$ cat src/rtl/stick_command_shaper_defines.svh
// Assertion macros for the stick command shaper.
// Used by the RTL files that carry concurrent checks; needs clk_i and rst_ni in scope.
`ifndef STICK_COMMAND_SHAPER_DEFINES_SVH
`define STICK_COMMAND_SHAPER_DEFINES_SVH

`ifndef ASSERT_OFF
`define SCS_ASSERT(lbl, prop, msg) \
  lbl: assert property (@(posedge clk_i) disable iff (!rst_ni) prop) else $error(msg);
`define SCS_ASSERT_NEVER(lbl, cond, msg) \
  lbl: assert property (@(posedge clk_i) disable iff (!rst_ni) !(cond)) else $error(msg);
`else
`define SCS_ASSERT(lbl, prop, msg)
`define SCS_ASSERT_NEVER(lbl, cond, msg)
`endif

`endif

$ cat src/rtl/scs_pkg.sv
// Shared types and constants for the stick command shaper.
// No dependencies; used by scs_mac and stick_command_shaper.
package scs_pkg;

  localparam int unsigned TAG_W     = 8;
  localparam int unsigned STICK_W   = 16;
  localparam int unsigned DT_W      = 16;
  localparam int unsigned BAND_W    = 15;
  localparam int unsigned DB_W      = STICK_W + 1;
  localparam int unsigned MAC_A_W   = 24;
  localparam int unsigned MAC_B_W   = 17;
  localparam int unsigned MAC_P_W   = MAC_A_W + MAC_B_W;
  localparam int unsigned BIAS_W    = 16;
  localparam int unsigned TILT_W    = 22;
  localparam int unsigned YAW_W     = 25;
  localparam int unsigned HEIGHT_W  = 32;
  localparam int unsigned CFG_IDX_W = 2;
  localparam int unsigned CFG_DATA_W = 16;
  localparam int unsigned IN_DATA_W  = 88;
  localparam int unsigned OUT_DATA_W = 104;

  localparam logic [TAG_W-1:0]  PACKET_TAG_RST    = 8'd66;
  localparam logic [DT_W-1:0]   STEP_LIMIT_RST    = 16'd13107;
  localparam logic [BAND_W-1:0] MAIN_DEADBAND_RST = 15'd13107;
  localparam logic [BAND_W-1:0] TILT_DEADBAND_RST = 15'd4915;

  localparam logic signed [MAC_B_W-1:0] TILT_GAIN = -17'sd40;
  localparam logic signed [MAC_B_W-1:0] THR_GAIN  = 17'sd3;
  localparam logic signed [MAC_B_W-1:0] YAW_GAIN  = -17'sd45;

  // rounding offsets: half an LSB of the Q16 and Q13 shifts
  localparam logic [BIAS_W-1:0] HEIGHT_BIAS = 16'd32768;
  localparam logic [BIAS_W-1:0] YAW_BIAS    = 16'd4096;
  localparam int unsigned HEIGHT_SHIFT = 16;
  localparam int unsigned YAW_SHIFT    = 13;

  localparam logic signed [YAW_W:0] DEG180_FX = 26'sd11796480;
  localparam logic signed [TILT_W-1:0] TILT_MAX = 22'sd1310720;

  typedef enum logic [CFG_IDX_W-1:0] {
    REG_PACKET_TAG    = 2'd0,
    REG_STEP_LIMIT    = 2'd1,
    REG_MAIN_DEADBAND = 2'd2,
    REG_TILT_DEADBAND = 2'd3
  } cfg_reg_e;

  // one request to the shared multiply-add unit
  typedef struct packed {
    logic                        db_en;  // operand a is the deadbanded stick
    logic signed [STICK_W-1:0]   stick;
    logic        [BAND_W-1:0]    band;
    logic signed [MAC_A_W-1:0]   a;
    logic signed [MAC_B_W-1:0]   b;
    logic        [BIAS_W-1:0]    bias;
  } mac_op_t;

endpackage

$ cat src/rtl/scs_mac.sv
// Shared arithmetic unit: deadband shrink, 24x17 signed multiply, bias add.
// Registered product. Depends on scs_pkg.
module scs_mac (
  input  logic                                  clk_i,
  input  scs_pkg::mac_op_t                      op_i,
  output logic signed [scs_pkg::MAC_P_W-1:0]    p_o
);
  import scs_pkg::*;

  logic signed [DB_W-1:0]    s_ext;
  logic signed [DB_W-1:0]    nb;
  logic signed [DB_W-1:0]    db;
  logic signed [MAC_A_W-1:0] a_sel;
  logic signed [MAC_B_W-1:0] b_s;
  logic signed [MAC_P_W-1:0] bias_ext;
  logic signed [MAC_P_W-1:0] p_d;
  logic signed [MAC_P_W-1:0] p_q;

  always_comb begin
    s_ext = $signed({op_i.stick[STICK_W-1], op_i.stick});
    nb    = $signed({2'b00, op_i.band});
    priority if (s_ext < -nb) begin
      db = s_ext + nb;
    end else if (s_ext > nb) begin
      db = s_ext - nb;
    end else begin
      db = '0;
    end
  end

  always_comb begin
    a_sel    = op_i.db_en ? $signed({{(MAC_A_W-DB_W){db[DB_W-1]}}, db}) : op_i.a;
    b_s      = op_i.b;
    bias_ext = $signed({{(MAC_P_W-BIAS_W){1'b0}}, op_i.bias});
    p_d      = MAC_P_W'(a_sel) * MAC_P_W'(b_s) + bias_ext;
  end

  always_ff @(posedge clk_i) begin
    p_q <= p_d;
  end

  assign p_o = p_q;

endmodule

$ cat src/rtl/stick_command_shaper.sv
// Stick command shaper top level: config registers, sequencer, kept targets.
// Items are handled one at a time: s_axis_tready_o is high only in idle. A matching
// item makes six passes through the single shared multiply-add unit in scs_mac, a
// rejected one none; each then waits in S_DONE until the output register is free.
// Reset (rst_ni low, asynchronous) clears yaw, height, tilt and stab state
// and restores the default tag, step limit and deadbands.
`include "stick_command_shaper_defines.svh"

module stick_command_shaper (
  input  logic                                 clk_i,
  input  logic                                 rst_ni,
  input  logic                                 cfg_we_i,
  input  logic [scs_pkg::CFG_IDX_W-1:0]        cfg_idx_i,
  input  logic [scs_pkg::CFG_DATA_W-1:0]       cfg_data_i,
  input  logic                                 s_axis_tvalid_i,
  output logic                                 s_axis_tready_o,
  // yaw_stick, throttle_stick, pitch_stick, roll_stick, time_step, stab_byte
  input  logic [scs_pkg::IN_DATA_W-1:0]        s_axis_tdata_i,
  // tag_byte
  input  logic [scs_pkg::TAG_W-1:0]            s_axis_tuser_i,
  output logic                                 m_axis_tvalid_o,
  input  logic                                 m_axis_tready_i,
  // tilt_x, tilt_y, yaw_target, height_target, stab_on, 2 zero bits
  output logic [scs_pkg::OUT_DATA_W-1:0]       m_axis_tdata_o,
  // accepted
  output logic                                 m_axis_tuser_o
);
  import scs_pkg::*;

  typedef enum logic [3:0] {
    S_IDLE, S_TX, S_TY, S_H3, S_HD, S_HA, S_YD, S_YA, S_DONE
  } state_e;

  state_e state_q;

  logic [TAG_W-1:0]  packet_tag_q;
  logic [DT_W-1:0]   step_limit_q;
  logic [BAND_W-1:0] main_db_q;
  logic [BAND_W-1:0] tilt_db_q;

  logic signed [STICK_W-1:0] yaw_s_q, thr_s_q, pit_s_q, rol_s_q;
  logic [DT_W-1:0]           dt_q;
  logic                      accepted_q;

  logic signed [YAW_W-1:0]    yaw_acc_q;
  logic signed [HEIGHT_W-1:0] height_acc_q;
  logic signed [TILT_W-1:0]   tilt_x_q, tilt_y_q;
  logic                       stab_q;

  logic                  out_valid_q;
  logic [OUT_DATA_W-1:0] out_data_q;
  logic                  out_user_q;

  logic in_xfer;
  logic tag_match;
  logic [DT_W-1:0] dt_in;
  logic [DT_W-1:0] dt_clamped;

  mac_op_t                   mac_op;
  logic signed [MAC_P_W-1:0] mac_p;

  logic signed [YAW_W-1:0]    h_step;
  logic signed [YAW_W-1:0]    y_step;
  logic signed [HEIGHT_W:0]   h_sum;
  logic signed [HEIGHT_W-1:0] h_new;
  logic signed [YAW_W:0]      z_sum;
  logic signed [YAW_W-1:0]    z_new;

  // configuration
  always_ff @(posedge clk_i or negedge rst_ni) begin
    if (!rst_ni) begin
      packet_tag_q <= PACKET_TAG_RST;
      step_limit_q <= STEP_LIMIT_RST;
      main_db_q    <= MAIN_DEADBAND_RST;
      tilt_db_q    <= TILT_DEADBAND_RST;
    end else if (cfg_we_i) begin
      unique case (cfg_reg_e'(cfg_idx_i))
        REG_PACKET_TAG:    packet_tag_q <= cfg_data_i[TAG_W-1:0];
        REG_STEP_LIMIT:    step_limit_q <= cfg_data_i[DT_W-1:0];
        REG_MAIN_DEADBAND: main_db_q    <= cfg_data_i[BAND_W-1:0];
        REG_TILT_DEADBAND: tilt_db_q    <= cfg_data_i[BAND_W-1:0];
      endcase
    end
  end

  assign s_axis_tready_o = (state_q == S_IDLE);
  assign in_xfer   = s_axis_tvalid_i && s_axis_tready_o;
  assign tag_match = (s_axis_tuser_i == packet_tag_q);
  assign dt_in     = s_axis_tdata_i[79:64];
  assign dt_clamped = (dt_in > step_limit_q) ? step_limit_q : dt_in;

  // operand select for the shared unit
  always_comb begin
    mac_op       = '0;
    mac_op.band  = tilt_db_q;
    unique case (state_q)
      S_TX: begin
        mac_op.db_en = 1'b1;
        mac_op.stick = rol_s_q;
        mac_op.b     = TILT_GAIN;
      end
      S_TY: begin
        mac_op.db_en = 1'b1;
        mac_op.stick = pit_s_q;
        mac_op.b     = TILT_GAIN;
      end
      S_H3: begin
        mac_op.db_en = 1'b1;
        mac_op.stick = thr_s_q;
        mac_op.band  = main_db_q;
        mac_op.b     = THR_GAIN;
      end
      S_HD: begin
        mac_op.a    = mac_p[MAC_A_W-1:0];
        mac_op.b    = $signed({1'b0, dt_q});
        mac_op.bias = HEIGHT_BIAS;
      end
      S_HA: begin
        mac_op.db_en = 1'b1;
        mac_op.stick = yaw_s_q;
        mac_op.band  = main_db_q;
        mac_op.b     = YAW_GAIN;
      end
      S_YD: begin
        mac_op.a    = mac_p[MAC_A_W-1:0];
        mac_op.b    = $signed({1'b0, dt_q});
        mac_op.bias = YAW_BIAS;
      end
      default: mac_op = '0;
    endcase
  end

  scs_mac u_mac (
    .clk_i (clk_i),
    .op_i  (mac_op),
    .p_o   (mac_p)
  );

  // floor shift after the bias gives round half up
  assign h_step = mac_p[HEIGHT_SHIFT+YAW_W-1:HEIGHT_SHIFT];
  assign y_step = mac_p[YAW_SHIFT+YAW_W-1:YAW_SHIFT];

  always_comb begin
    h_sum = (HEIGHT_W+1)'(height_acc_q) + (HEIGHT_W+1)'(h_step);
    priority if (h_sum[HEIGHT_W] != h_sum[HEIGHT_W-1]) begin
      h_new = h_sum[HEIGHT_W] ? {1'b1, {(HEIGHT_W-1){1'b0}}} : {1'b0, {(HEIGHT_W-1){1'b1}}};
    end else begin
      h_new = h_sum[HEIGHT_W-1:0];
    end
  end

  always_comb begin
    z_sum = (YAW_W+1)'(yaw_acc_q) + (YAW_W+1)'(y_step);
    priority if (z_sum > DEG180_FX) begin
      z_new = YAW_W'(-DEG180_FX);
    end else if (z_sum < -DEG180_FX) begin
      z_new = YAW_W'(DEG180_FX);
    end else begin
      z_new = z_sum[YAW_W-1:0];
    end
  end

  always_ff @(posedge clk_i or negedge rst_ni) begin
    if (!rst_ni) begin
      state_q      <= S_IDLE;
      accepted_q   <= 1'b0;
      yaw_acc_q    <= '0;
      height_acc_q <= '0;
      tilt_x_q     <= '0;
      tilt_y_q     <= '0;
      stab_q       <= 1'b0;
      out_valid_q  <= 1'b0;
      out_user_q   <= 1'b0;
      yaw_s_q      <= '0;
      thr_s_q      <= '0;
      pit_s_q      <= '0;
      rol_s_q      <= '0;
      dt_q         <= '0;
      out_data_q   <= '0;
    end else begin
      if ((state_q == S_DONE) && (!out_valid_q || m_axis_tready_i)) begin
        out_valid_q <= 1'b1;
        out_user_q  <= accepted_q;
        out_data_q  <= {2'b00, stab_q, height_acc_q, yaw_acc_q, tilt_y_q, tilt_x_q};
      end else if (out_valid_q && m_axis_tready_i) begin
        out_valid_q <= 1'b0;
      end
      unique case (state_q)
        S_IDLE: begin
          if (in_xfer) begin
            yaw_s_q    <= s_axis_tdata_i[15:0];
            thr_s_q    <= s_axis_tdata_i[31:16];
            pit_s_q    <= s_axis_tdata_i[47:32];
            rol_s_q    <= s_axis_tdata_i[63:48];
            dt_q       <= dt_clamped;
            accepted_q <= tag_match;
            if (tag_match) begin
              stab_q  <= |s_axis_tdata_i[87:80];
              state_q <= S_TX;
            end else begin
              state_q <= S_DONE;
            end
          end
        end
        S_TX: state_q <= S_TY;
        S_TY: begin
          tilt_x_q <= mac_p[TILT_W-1:0];
          state_q  <= S_H3;
        end
        S_H3: begin
          tilt_y_q <= mac_p[TILT_W-1:0];
          state_q  <= S_HD;
        end
        S_HD: state_q <= S_HA;
        S_HA: begin
          height_acc_q <= h_new;
          state_q      <= S_YD;
        end
        S_YD: state_q <= S_YA;
        S_YA: begin
          yaw_acc_q <= z_new;
          state_q   <= S_DONE;
        end
        S_DONE: begin
          if (!out_valid_q || m_axis_tready_i) begin
            state_q <= S_IDLE;
          end
        end
        default: state_q <= S_IDLE;
      endcase
    end
  end

  assign m_axis_tvalid_o = out_valid_q;
  assign m_axis_tdata_o  = out_data_q;
  assign m_axis_tuser_o  = out_user_q;

  `SCS_ASSERT(a_ready_idle, s_axis_tready_o |-> (state_q == S_IDLE), "ready outside idle")
  `SCS_ASSERT(a_reject_holds, (in_xfer && !tag_match) |=> ($stable(height_acc_q) && $stable(yaw_acc_q) && $stable(tilt_x_q) && $stable(stab_q)), "rejected item changed state")
  `SCS_ASSERT_NEVER(a_yaw_range, (yaw_acc_q > DEG180_FX) || (yaw_acc_q < -DEG180_FX), "yaw outside +-180 deg")
  `SCS_ASSERT_NEVER(a_tilt_range, (tilt_x_q > TILT_MAX) || (tilt_x_q < -TILT_MAX) || (tilt_y_q > TILT_MAX) || (tilt_y_q < -TILT_MAX), "tilt out of range")

endmodule
$ cat config.mk
export PLATFORM = sky130hd
export DESIGN_NAME = stick_command_shaper
export DESIGN_NICKNAME = d
export VERILOG_FILES = /design/src/rtl/scs_pkg.sv /design/src/rtl/scs_mac.sv /design/src/rtl/stick_command_shaper.sv
export VERILOG_INCLUDE_DIRS = /design/src /design/src/rtl
export SDC_FILE = /design/constraint.sdc
export NUM_CORES = 2
export LEC_CHECK = 0
export CORE_MARGIN = 3
export CORE_UTILIZATION = 45
export CTS_BUF_LIST = sky130_fd_sc_hd__clkbuf_4
export DETAILED_ROUTE_END_ITERATION = 10
export DONT_BUFFER_PORTS = 1
export PLACE_DENSITY_LB_ADDON = 0.25
export SYNTH_ARGS = -nofsm -noshare
export SYNTH_HDL_FRONTEND = slang
export SYNTH_SLANG_ARGS = --single-unit
$ cat constraint.sdc
create_clock -name clk_i -period 20.8 [get_ports clk_i]
set_clock_uncertainty 0.1 [all_clocks]
set_input_delay 6.24 -clock clk_i [delete_from_list [all_inputs] [get_ports clk_i]]
set_output_delay 6.24 -clock clk_i [all_outputs]
set_load 0.01 [all_outputs]
==> flow_metrics.py <==
metrics = {
    "run_status": {
        "outcome": "completed",
    },
    "clock_tree": {
        "cts_root_buffer": "clkbuf_4",
        "cts_buffers": 98,
        "post-cts-setup-buffers": 0,
        "h-tree-depth": 3,
        "clkLatencyLatePin_ns": 0.89,
        "ctsResizeCount": 0,
        "cts_max_path_buffers": 3,
        "clk_pin_slew_ns": 0.07,
        "cts_tree": "built",
        "hold_buffers": 0,
        "clock_sinks": 386,
    },
    "worst_setup_path": {
        "endpoint_kind": "register",
        "cp.required_ns": 21.44,
        "r2r_end": "u_mac.p_o[40]",
        "cpMaxStageDelayCell": "dfrtp_1",
        "crit_type": "reg2reg",
        "critPathMaxFanout": 31,
        "rr_worst_depth": 40,
        "setup.worst_path.end": "u_mac.p_o[40]",
        "crit_top_cell": "fa_1",
        "r2r_slack_ns": 7.58,
        "critPathLaunchType": "register",
        "critical_path.startpoint": "state_q[0]",
        "slowest_delay_ns": 0.73,
        "timing.rr.start": "state_q[0]",
        "cp_data_arrival_time_ns": 13.86,
    },
    "route": {
        "firstDrtPassIters": 8,
        "drc": 0,
        "num_vias": 26100,
        "wl_mm": 100,
        "initialDrtViolationCount": 1876,
        "routedWlPerCell_um": 21.2,
        "ant_nets": 0,
        "viasPerCell": 5.52,
    },
    "synth": {
        "yosysMostFrequentCell": "inv_1",
        "netlist_area_um2": 35300,
        "synth-xor-area-share_pct": 2.80,
        "yosys.area_share.adder_pct": 30.9,
        "yosys.area_share.simple_pct": 11.3,
        "synth-seq-cells": 386,
        "yosysUniqueCellTypes": 92,
        "synth_compound_area_share_pct": 12.0,
        "ys_dominant_reg_cell": "dfrtp_1",
        "synth_common_cells": "inv_1, fa_1, dfrtp_1",
        "synth_mux_area_share_pct": 8.93,
        "syn_area_per_cell_um2": 9.78,
        "synth_largest_area_cell": "fa_1",
        "synthTopCellsByArea": "fa_1, dfrtp_1, mux2_2",
        "yosysTopAreaCellShare_pct": 23.1,
        "synth-edff-count": 0,
        "syn_inst": 3613,
        "async_flop_share_pct": 89.4,
        "yosysWarnings": 0,
        "ys_seq_area_share_pct": 26.8,
        "synth_top_family_by_area": "adder cells",
    },
    "finish": {
        "seq_area_um2": 9490,
        "fill_cells": 7398,
        "multi_input_area_um2": 23400,
        "finalInstanceArea_um2": 37600,
        "drive_above_1_share_pct": 14.1,
        "syn_to_final_growth_pct": 6.51,
        "fin_nets": 4361,
    },
    "place": {
        "dpl_worst_slack_ns": 7.86,
        "place_area_um2": 36400,
        "numPortBuffers": 0,
        "hpwlAfterDp_mm": 78.6,
        "place_congestion": 0.971,
    },
    "floorplan": {
        "die-area_um2": 81900,
        "rows": 102,
        "core_area_um2": 77600,
        "io_pins": 226,
        "initial_core_util_pct": 45.5,
        "fp.dieH_um": 286,
        "die_w_um": 286,
    },
    "power": {
        "p_leak_nw": 18.8,
        "ir_worst_vdd_v": 0.0000907,
        "power.density_nw_per_um2": 55.2,
    },
    "sta": {
        "fin_crit_ns": 13.22,
        "slew_headroom_pct": 14.0,
        "timing.final.max_slew_violations": 0,
        "rsz0062_at_grt": "no",
        "hold_violations": 0,
        "fin_setup_tns_ns": 0,
        "setup_violations": 0,
        "worst_pin_slew_ns": 1.29,
        "setup_slack_ns": 7.58,
        "fmax_ghz": 0.0756,
        "fin_crit_sh_pct": 63.6,
    },
    "grt": {
        "grt_pass1_wl_mm": 157,
        "track_usage_pct": 24.7,
        "grt_pass1_vias": 26800,
        "overflow": 0,
        "grt_antenna_before_repair": 9,
        "grt_max_degree": 346,
    },
    "worst_hold_path": {
        "hold_class": "reg2reg",
    },
    "job": {
        "maxCapViolCount": 0,
    },
}
through the flow:
stage	hold WS [ns]	std cells	utilization (%)	power [W]
after floorplan	0.346	3614	-	0.00132
after global placement	0.361	4558	47.0	0.00145
after detailed placement	0.371	4558	47.0	0.00146
after CTS	0.377	4719	48.5	0.00210
after global routing	0.390	4724	48.5	0.00221
final	0.386	4726	48.5	0.00208
placed cells by master, fill, tap and decap left out, drive strengths merged, types with 12 or more instances in the layout:
| cell | netlist | layout |
|---|---|---|
| a21o | 65 | 65 |
| xor2 | 26 | 26 |
| nand4 | 13 | 13 |
| or2 | 15 | 15 |
| clkinv | 0 | 19 |
| clkbuf | 97 | 139 |
| nand3 | 37 | 37 |
| o21bai | 20 | 20 |
| fa | 407 | 407 |
| nor3 | 40 | 40 |
| a31oi | 12 | 12 |
| a22o | 31 | 31 |
| buf | 38 | 39 |
| and2 | 39 | 39 |
| a22oi | 47 | 47 |
| xnor2 | 87 | 87 |
| ha | 217 | 217 |
| and3 | 18 | 18 |
| mux2i | 17 | 17 |
| dfstp | 25 | 25 |
| o21ai | 136 | 136 |
| dfxtp | 41 | 41 |
| nor2 | 314 | 314 |
| nand2b | 31 | 31 |
| nand2 | 317 | 317 |
| o22ai | 12 | 12 |
| nor2b | 19 | 19 |
| a21oi | 165 | 165 |
| mux2 | 265 | 265 |
| a211oi | 26 | 26 |
| o21a | 21 | 21 |
| dfrtp | 320 | 320 |
| inv | 537 | 539 |
state kept, by name (all words and copies together), names as in the netlist, 22 cells and up:
| name | count |
|---|---|
| height_acc_q | 32 |
| m_axis_tdata_o | 102 |
| tilt_x_q | 22 |
| tilt_y_q | 22 |
| u_mac.p_o | 41 |
| yaw_acc_q | 25 |
metal layers:
metal | global-route usage [%] | routed length (µm) | up-vias
met5 | 0 | 0 | -
met1 | 32.4 | 42300 | 12900
met3 | 5.50 | 7670 | 208
met4 | 9.29 | 4290 | 0
met2 | 40.0 | 45700 | 975
li1 | - | - | 12000
cells by family after synthesis:
group / count (synthesis)
AO/OA/AOI/OAI: 636
XOR/XNOR: 113
adder cells (fa/ha/maj): 628
buffers and inverters: 672
flip-flops: 386
multiplexers: 282
other: 1
AND/OR/NAND/NOR: 895
critical path, delay by kind of cell (launching register included):
family	cells	cell delay (ns)
AOI/OAI and AO/OA	14	4.63
and+or+nand+nor	9	2.24
buffers and inverters	7	1.14
adders and majority gates	9	4.09
DFF	1	0.73
xor gates and xnor gates	1	0.14
power breakdown:
part / total (W) / switching (W) / internal (W)
logic: 0.000515 / 0.000305 / 0.000210
registers: 0.000934 / 0.0000796 / 0.000855
clock network: 0.000628 / 0.000312 / 0.000317
worst min path at each step:
stage | from | end | slack (ns) | cells after the start
after floorplan | accepted_q | accepted_q | 0.35 | 1
after global placement | accepted_q | accepted_q | 0.36 | 1
after detailed placement | accepted_q | accepted_q | 0.37 | 1
after CTS | tilt_x_q[15] | m_axis_tdata_o[15] | 0.38 | 1
after global routing | tilt_y_q[19] | m_axis_tdata_o[41] | 0.39 | 1
final | accepted_q | accepted_q | 0.39 | 1
cell type report:
class,count,area share [%]
Antenna cell,7,0.0465
Clock buffer,139,2.77
Clock inverter,22,0.339
Inverter,537,5.36
Multi-Input combinational cell,2556,62.0
Sequential cell,386,25.2
Tap cell,1040,3.46
Timing Repair Buffer,39,0.778
Note: power is estimated with default switching activity, not from simulation.
